**config.mk**
```make
export PLATFORM = sky130hd
export DESIGN_NAME = fftac_busy_map
export DESIGN_NICKNAME = d
export VERILOG_FILES = /design/src/rtl/core/first_fit_track_allocator_core_macros.svh /design/src/rtl/core/fftac_pkg.sv /design/src/rtl/core/fftac_busy_map.sv
export SDC_FILE = /design/constraint.sdc
export NUM_CORES = 1
export LEC_CHECK = 0
export ABC_AREA = 1
export BUFFER_PORTS_ARGS = -buffer_cell sky130_fd_sc_hd__buf_2
export CORE_AREA = 2 2 140 156
export CTS_CLUSTER_SIZE = 40
export DETAILED_ROUTE_END_ITERATION = 6
export DIE_AREA = 0 0 142 158
export PLACE_DENSITY = 0.75
export SYNTH_ARGS = -nofsm -noshare
export SYNTH_HDL_FRONTEND = slang
export SYNTH_SLANG_ARGS = --single-unit
```
**constraint.sdc**
```tcl
create_clock -name clk -period 2.8 [get_ports clk]
set_input_delay 0.42 -clock clk [delete_from_list [all_inputs] [get_ports clk]]
set_output_delay 0.42 -clock clk [all_outputs]
set_load 0.01 [all_outputs]
```
**src/rtl/core/first_fit_track_allocator_core_macros.svh**
```systemverilog
// Assertion macros used by the first-fit track allocator core.
`ifndef FIRST_FIT_TRACK_ALLOCATOR_CORE_MACROS_SVH
`define FIRST_FIT_TRACK_ALLOCATOR_CORE_MACROS_SVH

// Checks that the consequent holds in the same cycle as the antecedent.
`define FFTAC_ASSERT_NOW(label, ante, cons, msg) \
  label: assert property (@(posedge clk) disable iff (rst) (ante) |-> (cons)) \
    else $error(msg);

// Checks that the consequent holds in the cycle after the antecedent.
`define FFTAC_ASSERT_NEXT(label, ante, cons, msg) \
  label: assert property (@(posedge clk) disable iff (rst) (ante) |=> (cons)) \
    else $error(msg);

`endif

```
**src/rtl/core/fftac_pkg.sv**
```systemverilog
// Shared constants and types for the first-fit track allocator.
package fftac_pkg;

  // Store depth and coordinate width.
  localparam int MAX_INTERVALS = 256;
  localparam int COORD_BITS    = 16;

  // Derived widths: track index, counts that can reach the depth itself.
  localparam int TRK_W = (MAX_INTERVALS > 2) ? $clog2(MAX_INTERVALS) : 1;
  localparam int CNT_W = $clog2(MAX_INTERVALS + 1);

  // Port field widths.
  localparam int TRK_OUT_W  = 8;
  localparam int CNT_OUT_W  = 9;
  localparam int IN_DATA_W  = ((3 * COORD_BITS + 7) / 8) * 8;
  localparam int OUT_FLD_W  = TRK_OUT_W + 1 + CNT_OUT_W + 1;
  localparam int OUT_DATA_W = ((OUT_FLD_W + 7) / 8) * 8;

  // Request kinds carried on the input tuser.
  localparam logic REQ_CLEAR = 1'b0;
  localparam logic REQ_ALLOC = 1'b1;

  // Free-track search works on one chunk of the busy map per cycle.
  localparam int CHUNK_W    = (MAX_INTERVALS < 16) ? MAX_INTERVALS : 16;
  localparam int NUM_CHUNKS = (MAX_INTERVALS + CHUNK_W - 1) / CHUNK_W;
  localparam int MAP_W      = NUM_CHUNKS * CHUNK_W;
  localparam int CHK_IDX_W  = (NUM_CHUNKS > 1) ? $clog2(NUM_CHUNKS) : 1;
  localparam int CHK_POS_W  = (CHUNK_W > 1) ? $clog2(CHUNK_W) : 1;
  localparam int BASE_W     = CNT_W + CHK_POS_W + 1;

  // One stored interval.
  typedef struct packed {
    logic [TRK_W-1:0]      track;
    logic [COORD_BITS-1:0] right;
    logic [COORD_BITS-1:0] left;
  } entry_t;

  // Result of the free-track search, valid in the cycle when done is high.
  typedef struct packed {
    logic             done;
    logic             opened;
    logic [TRK_W-1:0] track;
  } srch_t;

endpackage

```
**src/rtl/core/fftac_busy_map.sv**
```systemverilog
// Busy-track bitmap and chunked search for the lowest free track.
module fftac_busy_map (
  input  logic                        clk,
  input  logic                        rst,
  input  logic                        clr,
  input  logic                        set_en,
  input  logic [fftac_pkg::TRK_W-1:0] set_idx,
  input  logic                        srch_en,
  input  logic [fftac_pkg::CNT_W-1:0] tracks,
  output fftac_pkg::srch_t            srch
);
  import fftac_pkg::*;

  logic [MAP_W-1:0]     map;
  logic [CHK_IDX_W-1:0] chunk;
  logic [BASE_W-1:0]    base;
  logic [CHUNK_W-1:0]   bits;
  logic [CHUNK_W-1:0]   free;
  logic                 found;
  logic [CHK_POS_W-1:0] pos;
  logic                 last;

  // Bitmap: cleared when each request is accepted, marked during the scan.
  always_ff @(posedge clk) begin
    if (clr) begin
      map <= '0;
    end else if (set_en) begin
      map[set_idx] <= 1'b1;
    end
  end

  // Chunk pointer walks the map until the search finishes.
  always_ff @(posedge clk) begin
    if (rst || clr) begin
      chunk <= '0;
    end else if (srch_en && !srch.done) begin
      chunk <= chunk + 1'b1;
    end
  end

  // Look for the lowest track below the in-use count that is not busy.
  always_comb begin
    base  = BASE_W'(chunk) * BASE_W'(CHUNK_W);
    bits  = map[int'(chunk) * CHUNK_W +: CHUNK_W];
    found = 1'b0;
    pos   = '0;
    for (int j = 0; j < CHUNK_W; j++) begin
      free[j] = !bits[j] && ((base + BASE_W'(j)) < BASE_W'(tracks));
    end
    for (int j = CHUNK_W - 1; j >= 0; j--) begin
      if (free[j]) begin
        found = 1'b1;
        pos   = CHK_POS_W'(j);
      end
    end
    last = ((base + BASE_W'(CHUNK_W)) >= BASE_W'(tracks)) ||
           (chunk == CHK_IDX_W'(NUM_CHUNKS - 1));
    srch.done   = srch_en && (found || last);
    srch.opened = !found;
    srch.track  = found ? TRK_W'(base + BASE_W'(pos)) : TRK_W'(tracks);
  end

endmodule

```
Word level (Yosys, flattened, before mapping). Cells that the tools add are included.

Latch bits: 0. Output and inout bits: 10. Word-level logic and storage cells: 117. ROM bits: 0. Bits in writable memories: 0. Register bits: 260. Input port bits: 22. Memories kept: 0.

Muxes and demuxes: 35. Bitwise operators: 1. Add/sub/neg operators: 18. Reductions and logical operators: 40. Order comparisons: 19. $mul: 0. Equal/unequal tests: 1. Divide/modulo/power cells: 0. Shifts and indexed selects: 1.

Operator list (count): bitwise OR 256 bit (1); variable part select 256 x 9 -> 16 bit (1); < comparator 9 bit (15); adder 8 x 4 -> 9 bit (second input constant) (8); two-way mux 4 bit (16); adder 8 x 3 -> 9 bit (second input constant) (4); logical AND 1 bit (19); adder 8 x 2 -> 9 bit (second input constant) (2); logical NOT 1 bit (18); two-way mux 1 bit (17); adder 8 x 1 -> 9 bit (second input constant) (1); adder 8 x 5 -> 9 bit (second input constant) (1); greater-or-equal comparator 9 bit (1); < comparator 8 x 9 -> 1 bit (1); < comparator 8 x 9 -> 1 bit (second input constant) (1); adder 8 x 4 -> 8 bit (1); demux 1 bit (select 8 bit) (1); greater-or-equal comparator 8 x 1 -> 1 bit (second input constant) (1); two-way mux 8 bit (1); adder 4 x 1 -> 4 bit (second input constant) (1); == test 4 bit (second input constant) (1); logical OR 1 bit (3).

Depth between registers and ports, before layout. Gate-level depths: netlist of the first run.

Depth in word-level cells: 23. Depth in mapped cells: 28. Depth with buffers taken out: 26.

Worst setup path after synthesis of the first run. Ideal clock, no wire load.

Path kind: register to output. Start: register chunk[0]. End: output srch[4] (netlist bit). Setup slack: -162 ps. Stages on the path, launching flop included: 18. Data required time: 2380 ps. Arrival time: 2542 ps. Path buffers: 4. Path through: dfxtp_1 -> buf_6 -> inv_4 -> buf_2 -> buf_2 -> ha_1 -> nor2_1 -> inv_1 -> nor2_1 -> inv_1 -> o311ai_2 -> nand2_2 -> nor2_2 -> nand2_2 -> nor2_4 -> buf_2 -> nand2_1 -> o21ai_0.

RTL lines: from (decl) (line fftac_busy_map.sv:15) `logic [CHK_IDX_W-1:0] chunk;`; from (signal assigned) (line fftac_busy_map.sv:37) `chunk <= chunk + 1'b1;`; to (decl) (line fftac_busy_map.sv:10) `output fftac_pkg::srch_t srch`.

==> impl_metrics.prom, run 1 <==
# TYPE chip_impl_metric gauge
chip_impl_info{name="outcome",value="finished, violations left"} 1
chip_impl_info{name="violations_in_the_final_reports",value="negative setup slack"} 1
chip_impl_metric{name="yosysUniqueCellTypes",unit=""} 40
chip_impl_metric{name="seqPwrFrac",unit="%"} 47.2
chip_impl_metric{name="synth.mux.area_fraction",unit="%"} 0
chip_impl_metric{name="cts_max_level",unit=""} 1
chip_impl_metric{name="synth-warning-count",unit=""} 0
chip_impl_metric{name="io_count",unit=""} 32
chip_impl_metric{name="drv.max_cap_violation_count",unit=""} 0
chip_impl_metric{name="placed_area",unit="µm²"} 12500
chip_impl_metric{name="synth_edf_count",unit=""} 0
chip_impl_metric{name="dp.final_hpwl",unit="mm"} 21.6
chip_impl_metric{name="cts-hold-fix-buffers",unit=""} 0
chip_impl_metric{name="dieWidth",unit="µm"} 142
chip_impl_metric{name="synth-seq-area-share",unit="%"} 45.2
chip_impl_metric{name="die_height",unit="µm"} 158
chip_impl_metric{name="route.detailed.vias_per_inst",unit=""} 5.91
chip_impl_info{name="timing.critical_path.slowest_stage_cell",value="sky130_fd_sc_hd__o211ai_1"} 1
chip_impl_metric{name="comb_power_share",unit="%"} 3.8
chip_impl_metric{name="synthSimpleGateAreaFrac",unit="%"} 20.3
chip_impl_metric{name="drt-pass1-iter-count",unit=""} 6
chip_impl_metric{name="timing.final.hold_violations",unit=""} 0
chip_impl_metric{name="place.detailed.instances",unit=""} 1893
chip_impl_metric{name="use_met3",unit="%"} 5.32
chip_impl_metric{name="n_antenna_cell",unit=""} 0
chip_impl_metric{name="crit_path_max_incr_delay",unit="ps"} 440
chip_impl_info{name="synth_top_family_by_area",value="compound AO/OA/AOI/OAI gates"} 1
chip_impl_metric{name="setup_tns",unit="ps"} -5480
chip_impl_metric{name="final_stage_net_count",unit=""} 1724
chip_impl_metric{name="final.setup_skew",unit="ps"} 8.65
chip_impl_metric{name="syn_avg_cell_area",unit="µm²"} 7.19
chip_impl_metric{name="slew_headroom",unit="%"} 48.8
chip_impl_metric{name="final.period_utilization",unit="%"} 123
chip_impl_metric{name="layout.cells.non_filler",unit=""} 1972
chip_impl_metric{name="gr-usage-all-layers",unit="%"} 30.1
chip_impl_metric{name="grt_max_degree",unit=""} 85
chip_impl_metric{name="max_slew.worst_pin.slew",unit="ps"} 766
chip_impl_metric{name="syn-cell-area",unit="µm²"} 11500
chip_impl_metric{name="synthesis.nets",unit=""} 1637
chip_impl_metric{name="fillerInstances",unit=""} 1709
chip_impl_metric{name="final_wirelength",unit="mm"} 37.1
chip_impl_metric{name="synth_compound_gate_area_share",unit="%"} 23.3
chip_impl_info{name="grt_busiest_layer",value="met2"} 1
chip_impl_metric{name="clock_network_fraction_of_design_power",unit="%"} 49.0
chip_impl_metric{name="drc",unit=""} 0
chip_impl_metric{name="final-setup-viol-count",unit=""} 12
chip_impl_metric{name="wl_per_cell",unit="µm"} 18.8
chip_impl_metric{name="synth-async-reset-ratio",unit="%"} 0
chip_impl_metric{name="grt_remaining_overflow",unit=""} 0
chip_impl_metric{name="switching_power_total",unit="W"} 0.00170
chip_impl_metric{name="clock_sinks",unit=""} 260
chip_impl_metric{name="worst_path_clk_slew",unit="ps"} 60
chip_impl_metric{name="synth.ff_latch_count",unit=""} 260
chip_impl_metric{name="layout_min_cycle_time",unit="ps"} 3440
chip_impl_metric{name="starting_density_of_the_core",unit="%"} 55.0
chip_impl_metric{name="worstSkewPairLatency",unit="ps"} 530
chip_impl_metric{name="post_synth_inst_count",unit=""} 1604
chip_impl_metric{name="post-route-cell-area",unit="µm²"} 14400
chip_impl_metric{name="adder_and_majority_gate_portion_of_the_synthesized_area",unit="%"} 1.19
chip_impl_metric{name="global_route.usage.met2",unit="%"} 50.0
chip_impl_info{name="grt_setup_unrepaired",value="yes"} 1
chip_impl_metric{name="timing.critical_path.arrival",unit="ps"} 3020
chip_impl_metric{name="power.leakage",unit="nW"} 5.40
chip_impl_metric{name="intPower",unit="W"} 0.00616
chip_impl_metric{name="drt-initial-drc-count",unit=""} 1394
chip_impl_metric{name="vias",unit=""} 11600
chip_impl_metric{name="final_number_of_max_transition_violations",unit=""} 0
chip_impl_info{name="cts_tree",value="done"} 1
chip_impl_metric{name="post_route_cells_drive_above_1_share",unit="%"} 20.5
chip_impl_metric{name="placement_rows",unit=""} 56
chip_impl_metric{name="ant_nets",unit=""} 0
chip_impl_info{name="end_kind",value="output port"} 1
chip_impl_metric{name="flow.area_growth_from_synthesis",unit="%"} 25.1
chip_impl_metric{name="numCtsBuffers",unit=""} 26
chip_impl_info{name="root_buffer",value="sky130_fd_sc_hd__clkbuf_16"} 1
chip_impl_metric{name="core_region_area",unit="µm²"} 21000
chip_impl_info{name="timing.critical_path.cells",value="clkinv_8, buf_4, clkbuf_16, nor2_2, o22ai_1, o211ai_1, nand4_1, nand2_1, nor2_2, nand2_2, nor2_4, buf_12, buf_4, o21ai_2, buf_2"} 1
chip_impl_metric{name="required",unit="ps"} 2380
chip_impl_metric{name="die_area",unit="µm²"} 22400
chip_impl_metric{name="crit_path_max_fanout",unit=""} 11
chip_impl_info{name="hp-class",value="in -> reg"} 1
chip_impl_metric{name="gr-usage-met1",unit="%"} 39.7
chip_impl_info{name="most_used_flip_flop_cell_after_synthesis",value="sky130_fd_sc_hd__dfxtp_1"} 1
chip_impl_metric{name="power.density_cell_area",unit="nW/µm²"} 545
chip_impl_info{name="timing.setup.critical_path_class",value="reg -> out"} 1
chip_impl_metric{name="cts_max_path_buffers",unit=""} 3
chip_impl_metric{name="ir_worst_vdd",unit="mV"} 0.431
chip_impl_metric{name="fmaxAchievable",unit="MHz"} 291
chip_impl_metric{name="antenna_found_initial",unit=""} 0
chip_impl_metric{name="timing.final.ws_setup",unit="ps"} -639
chip_impl_metric{name="gp_routability_congestion",unit=""} 0.931
chip_impl_info{name="worst_setup_path_start_kind",value="register"} 1
chip_impl_metric{name="power.switching_fraction",unit="%"} 21.7
chip_impl_metric{name="fraction_of_synthesized_cell_area_in_xor_and_xnor_cells",unit="%"} 0.152
chip_impl_metric{name="first_global_vias",unit=""} 10200
chip_impl_metric{name="port-buffer-count",unit=""} 31
chip_impl_metric{name="grt_pass1_wl",unit="mm"} 53.6
## timing repair
item                                    4_1_cts  5_1_grt
cloned                                        2       13
endpoints found under the setup margin       10       14
setup buffers                                 3       13
endpoints found under the hold margin         0        0
pin swaps                                    18       21
gates resized for setup                      25       95
## final cells by class
cell class	count	area, µm²	area share (%)
clock inverter	14	198	1.37
inverter	146	571	3.96
timing repair buffer	174	1770	12.3
clock buffer	34	762	5.28
tap	261	327	2.26
sequential	260	5210	36.1
multi-input combinational	1083	5580	38.7
## sequential cells by signal (all words and copies together) (netlist names)
| register | flops |
|---|---|
| map | 256 |
| chunk | 4 |
## power by group through the flow
stage | Combinational [W] | Clock, W | Sequential, W
floorplan | 0.000148 | 0 | 0.00379
finish | 0.000298 | 0.00385 | 0.00371
global placement | 0.000273 | 0 | 0.00379
detailed placement | 0.000274 | 0 | 0.00379
CTS | 0.000280 | 0.00385 | 0.00371
global route | 0.000316 | 0.00403 | 0.00371
## per-stage QoR
step           util (%)  power [W]  hold slack (ps)  worst slack (ps)
2_1_floorplan         -    0.00394              431              39.6
3_3_place_gp       59.8    0.00406              438              -243
3_5_place_dp       59.8    0.00407              446              -268
4_1_cts            65.3    0.00784              165              -533
5_1_grt            68.8    0.00805              184              -720
6_report           68.8    0.00786              170              -639
## critical path: cells and delay by family (launching register included)
kind	cells	cell delay, ps
flip-flops	1	430
AND/OR/NAND/NOR	6	610
AO/OA/AOI/OAI	3	610
buffers and inverters	6	820
## metal layers
metal / up-vias / routed length, µm
met5: - / 0
li1: 5471 / -
met3: 121 / 3720
met4: 0 / 1560
met2: 613 / 17100
met1: 5441 / 14700
## layout by cell type, fill, tap and decap left out, types with 8 or more instances in the layout
cell type                   instances
sky130_fd_sc_hd__o21ai_1           63
sky130_fd_sc_hd__a21oi_1          331
sky130_fd_sc_hd__buf_6              9
sky130_fd_sc_hd__o21ai_2            8
sky130_fd_sc_hd__inv_1            133
sky130_fd_sc_hd__nor2_2             9
sky130_fd_sc_hd__buf_12            12
sky130_fd_sc_hd__clkbuf_16         40
sky130_fd_sc_hd__buf_4            104
sky130_fd_sc_hd__nand3_1           96
sky130_fd_sc_hd__o211ai_1           8
sky130_fd_sc_hd__ha_1               8
sky130_fd_sc_hd__nand2_1          185
sky130_fd_sc_hd__nand2_2           19
sky130_fd_sc_hd__clkinv_2           9
sky130_fd_sc_hd__o21ai_0           53
sky130_fd_sc_hd__buf_2             28
sky130_fd_sc_hd__a21oi_2           31
sky130_fd_sc_hd__nand3_2           22
sky130_fd_sc_hd__nor2_1           202
sky130_fd_sc_hd__inv_2              8
sky130_fd_sc_hd__dfxtp_1          257
## synthesized netlist by cell type (2+ instances only)
cell type	count	area share, %
sky130_fd_sc_hd__o221ai_1	2	0.15
sky130_fd_sc_hd__inv_1	139	4.5
sky130_fd_sc_hd__a21oi_1	345	15
sky130_fd_sc_hd__dfxtp_1	260	45
sky130_fd_sc_hd__nand4_1	4	0.22
sky130_fd_sc_hd__inv_2	4	0.13
sky130_fd_sc_hd__a21oi_2	18	1.4
sky130_fd_sc_hd__nand3_1	117	5.1
sky130_fd_sc_hd__clkinv_1	2	0.065
sky130_fd_sc_hd__buf_2	21	0.91
sky130_fd_sc_hd__buf_6	16	1.6
sky130_fd_sc_hd__o21ai_1	54	2.3
sky130_fd_sc_hd__nor2_2	4	0.22
sky130_fd_sc_hd__clkbuf_1	64	2.1
sky130_fd_sc_hd__buf_1	10	0.33
sky130_fd_sc_hd__a31oi_1	2	0.11
sky130_fd_sc_hd__ha_1	11	1.2
sky130_fd_sc_hd__or2_2	2	0.11
sky130_fd_sc_hd__nand2_1	201	6.5
sky130_fd_sc_hd__nand2_2	5	0.27
sky130_fd_sc_hd__o211ai_1	8	0.52
sky130_fd_sc_hd__clkbuf_2	4	0.17
sky130_fd_sc_hd__nor3_1	9	0.39
sky130_fd_sc_hd__o21ai_0	72	3.1
sky130_fd_sc_hd__xor2_1	2	0.15
sky130_fd_sc_hd__nor4_1	5	0.27
sky130_fd_sc_hd__nor2_1	210	6.8
## path summary, 6_finish.rpt
path         cells past startpoint  slack [ps]                   from                    end
min reg2reg                      2         450   map[98]$_SDFFE_PP0P_   map[98]$_SDFFE_PP0P_
min                              4         170                    rst  chunk[0]$_SDFFE_PP0P_
max                             15        -640  chunk[0]$_SDFFE_PP0P_                srch[4]
max reg2reg                     19         -80  chunk[0]$_SDFFE_PP0P_  chunk[1]$_SDFFE_PP0P_
## cell families (layout without fill, tap and decap cells)
| family | Yosys count | in the layout |
|---|---|---|
| buf+inv | 261 | 368 |
| flops | 260 | 260 |
| simple gates | 561 | 561 |
| fa+ha+maj | 11 | 11 |
| xor+xnor | 2 | 2 |
| compound gates | 509 | 509 |
No activity file was read; power rests on OpenSTA's default activity.
==> run 2: changes to the inputs <==
- CORE_AREA: 2 2 140 156 -> 2 2 142 157
- DIE_AREA: 0 0 142 158 -> 0 0 144 159
- PLACE_DENSITY: 0.75 -> 0.74
==> impl_metrics.prom, run 2 (synthesized netlist as in run 1, its figures left out) <==
# TYPE chip_impl_metric gauge
chip_impl_metric{name="final-seq-area",unit="µm²"} 5220
chip_impl_metric{name="antenna_found_initial",unit=""} 1
chip_impl_metric{name="largest_reg_flops",unit=""} 256
chip_impl_info{name="worst_setup_path_start_kind",value="register"} 1
chip_impl_info{name="violations_in_the_final_reports",value="negative setup slack"} 1
chip_impl_info{name="timing.setup.critical_path_class",value="reg -> out"} 1
chip_impl_metric{name="ir_worst_vdd",unit="mV"} 0.502
chip_impl_info{name="register_bank_with_the_most_flops",value="map"} 1
chip_impl_metric{name="gr-usage-all-layers",unit="%"} 30.8
chip_impl_metric{name="crit_path_max_fanout",unit=""} 5
chip_impl_metric{name="required",unit="ps"} 2380
chip_impl_metric{name="die_area",unit="µm²"} 22900
chip_impl_metric{name="power.leakage",unit="nW"} 5.24
chip_impl_metric{name="placement_rows",unit=""} 56
chip_impl_metric{name="layout_min_cycle_time",unit="ps"} 3400
chip_impl_info{name="hp-class",value="in -> reg"} 1
chip_impl_metric{name="drt-initial-drc-count",unit=""} 1073
chip_impl_metric{name="route.detailed.vias_per_inst",unit=""} 5.70
chip_impl_metric{name="vias",unit=""} 11400
chip_impl_metric{name="final_stage_net_count",unit=""} 1715
chip_impl_metric{name="dieWidth",unit="µm"} 144
chip_impl_metric{name="grt_remaining_overflow",unit=""} 0
chip_impl_metric{name="comb_power_share",unit="%"} 4.1
chip_impl_info{name="most-common-layout-cells",value="341 x sky130_fd_sc_hd__a21oi_1, 256 x sky130_fd_sc_hd__dfxtp_1, 203 x sky130_fd_sc_hd__nor2_1, 183 x sky130_fd_sc_hd__nand2_1, 136 x sky130_fd_sc_hd__inv_1"} 1
chip_impl_metric{name="gp_routability_congestion",unit=""} 0.905
chip_impl_metric{name="timing.final.ws_setup",unit="ps"} -605
chip_impl_metric{name="grt_max_degree",unit=""} 90
chip_impl_metric{name="ant_nets",unit=""} 0
chip_impl_metric{name="switching_power_total",unit="W"} 0.00167
chip_impl_metric{name="die_height",unit="µm"} 159
chip_impl_info{name="root_buffer",value="sky130_fd_sc_hd__clkbuf_16"} 1
chip_impl_metric{name="final.period_utilization",unit="%"} 122
chip_impl_info{name="cts_tree",value="done"} 1
chip_impl_metric{name="final.setup_skew",unit="ps"} 22.4
chip_impl_metric{name="worstSkewPairLatency",unit="ps"} 540
chip_impl_metric{name="clock_network_fraction_of_design_power",unit="%"} 47.3
chip_impl_metric{name="wl_per_cell",unit="µm"} 17.9
chip_impl_metric{name="seqPwrFrac",unit="%"} 48.5
chip_impl_metric{name="numCtsBuffers",unit=""} 27
chip_impl_metric{name="io_count",unit=""} 32
chip_impl_metric{name="core_region_area",unit="µm²"} 21200
chip_impl_metric{name="hold_ws",unit="ps"} 156
chip_impl_info{name="grt_setup_unrepaired",value="yes"} 1
chip_impl_metric{name="drt-pass1-iter-count",unit=""} 7
chip_impl_metric{name="multi_input_area",unit="µm²"} 5570
chip_impl_metric{name="flow.area_growth_from_synthesis",unit="%"} 23.3
chip_impl_metric{name="starting_density_of_the_core",unit="%"} 54.3
chip_impl_metric{name="slew_headroom",unit="%"} 48.4
chip_impl_metric{name="intPower",unit="W"} 0.00597
chip_impl_metric{name="post_route_cells_drive_above_1_share",unit="%"} 18.6
chip_impl_metric{name="setup_tns",unit="ps"} -5410
chip_impl_metric{name="fillerInstances",unit=""} 1819
chip_impl_metric{name="clock_sinks",unit=""} 260
chip_impl_metric{name="dp.final_hpwl",unit="mm"} 21.6
chip_impl_info{name="largest_registers_in_the_final_layout",value="map (256), chunk (4)"} 1
chip_impl_metric{name="max_slew.worst_pin.slew",unit="ps"} 771
chip_impl_metric{name="timing.critical_path.arrival",unit="ps"} 2980
chip_impl_metric{name="power.density_cell_area",unit="nW/µm²"} 538
chip_impl_info{name="outcome",value="finished, violations left"} 1
chip_impl_metric{name="first_global_vias",unit=""} 10600
chip_impl_metric{name="worst_path_clk_slew",unit="ps"} 60
chip_impl_metric{name="cts_max_level",unit=""} 1
chip_impl_info{name="end_kind",value="output port"} 1
chip_impl_metric{name="cts-hold-fix-buffers",unit=""} 0
chip_impl_metric{name="fmaxAchievable",unit="MHz"} 294
chip_impl_metric{name="power.switching_fraction",unit="%"} 21.9
chip_impl_info{name="most_frequent_standard_cell_in_the_layout_excluding_fill_and_tap_cells",value="sky130_fd_sc_hd__a21oi_1"} 1
chip_impl_metric{name="final-setup-viol-count",unit=""} 10
chip_impl_metric{name="timing.final.hold_violations",unit=""} 0
chip_impl_metric{name="final_wirelength",unit="mm"} 35.6
chip_impl_metric{name="cts_max_path_buffers",unit=""} 3
chip_impl_metric{name="port-buffer-count",unit=""} 31
chip_impl_metric{name="detailedPlace.worstSlack",unit="ps"} -328
chip_impl_metric{name="grt_pass1_wl",unit="mm"} 55.8
chip_impl_metric{name="final_number_of_max_transition_violations",unit=""} 0
chip_impl_metric{name="drv.max_cap_violation_count",unit=""} 0
chip_impl_metric{name="pwr_total",unit="W"} 0.00764
chip_impl_metric{name="drc",unit=""} 0
==> run 2: changes by cell type in the layout (fill, tap and decap cells not counted), moves of 6 or more <==
cell,previous run,this run
sky130_fd_sc_hd__clkbuf_1,1,7
sky130_fd_sc_hd__o21ai_0,53,59
sky130_fd_sc_hd__buf_4,104,94
sky130_fd_sc_hd__a21oi_1,331,341
sky130_fd_sc_hd__nand3_2,22,14
sky130_fd_sc_hd__buf_12,12,25
sky130_fd_sc_hd__clkbuf_16,40,28
sky130_fd_sc_hd__a21oi_2,31,22
sky130_fd_sc_hd__nand3_1,96,102
==> run 2: path summary, 6_finish.rpt <==
check                             start                     to  slack (ps)  depth (start not counted)
hold reg to reg   map[210]$_SDFFE_PP0P_  map[210]$_SDFFE_PP0P_         450                          2
setup reg to reg  chunk[3]$_SDFFE_PP0P_  chunk[2]$_SDFFE_PP0P_         140                         17
hold / removal                      rst  chunk[1]$_SDFFE_PP0P_         160                          4
setup / recovery  chunk[3]$_SDFFE_PP0P_                srch[6]        -600                         17
==> run 2: area by class of cell <==
cell class | count | area share [%]
inverter | 146 | 3.95
timing repair buffer | 164 | 11.3
clock buffer | 39 | 5.42
sequential | 260 | 36.7
multi-input combinational | 1083 | 39.2
antenna | 1 | 0.0176
tap | 290 | 2.55
clock inverter | 8 | 0.836
==> run 2: power by group through the flow <==
stage / clock network, W / registers [W] / logic [W]
after floorplan: 0 / 0.00379 / 0.000148
after global placement: 0 / 0.00379 / 0.000282
after detailed placement: 0 / 0.00379 / 0.000282
after CTS: 0.00365 / 0.00371 / 0.000296
after global routing: 0.00379 / 0.00371 / 0.000338
final: 0.00362 / 0.00371 / 0.000317
==> run 2: metal layers <==
metal / routed length [µm] / GRT usage (%)
met1: 14300 / 41.5
met2: 16700 / 49.6
met3: 3270 / 4.78
met4: 1330 / 11.7
met5: 0 / 0
==> run 2: repair_timing <==
action,in CTS,in global routing
pin swaps,34,23
gates resized for setup,73,29
setup endpoints to repair,11,14
gates cloned,3,1
setup buffers,17,6
==> run 2: per-stage QoR <==
step	instances	util [%]	area (µm²)
3_3_place_gp	1917	59.5	12600
5_1_grt	1990	66.9	14200
4_1_cts	1983	66.0	14000
2_1_floorplan	1604	-	11600
3_5_place_dp	1917	59.5	12600
6_report	1991	66.9	14200
==> run 2: critical path: stages (launching register included) <==
cell and delay [ps]:
sky130_fd_sc_hd__dfxtp_4 360, sky130_fd_sc_hd__ha_4 240, sky130_fd_sc_hd__nand2_4 60, sky130_fd_sc_hd__inv_4 50, sky130_fd_sc_hd__buf_12 120, sky130_fd_sc_hd__a21oi_4 260
sky130_fd_sc_hd__buf_6 170, sky130_fd_sc_hd__nand2_4 60, sky130_fd_sc_hd__o21ai_4 170, sky130_fd_sc_hd__o2111ai_4 150, sky130_fd_sc_hd__nand2_2 110, sky130_fd_sc_hd__nor2_4 50
sky130_fd_sc_hd__nand2_2 80, sky130_fd_sc_hd__nor2_4 60, sky130_fd_sc_hd__buf_12 120, sky130_fd_sc_hd__buf_16 120, sky130_fd_sc_hd__o21ai_2 110, sky130_fd_sc_hd__buf_2 130
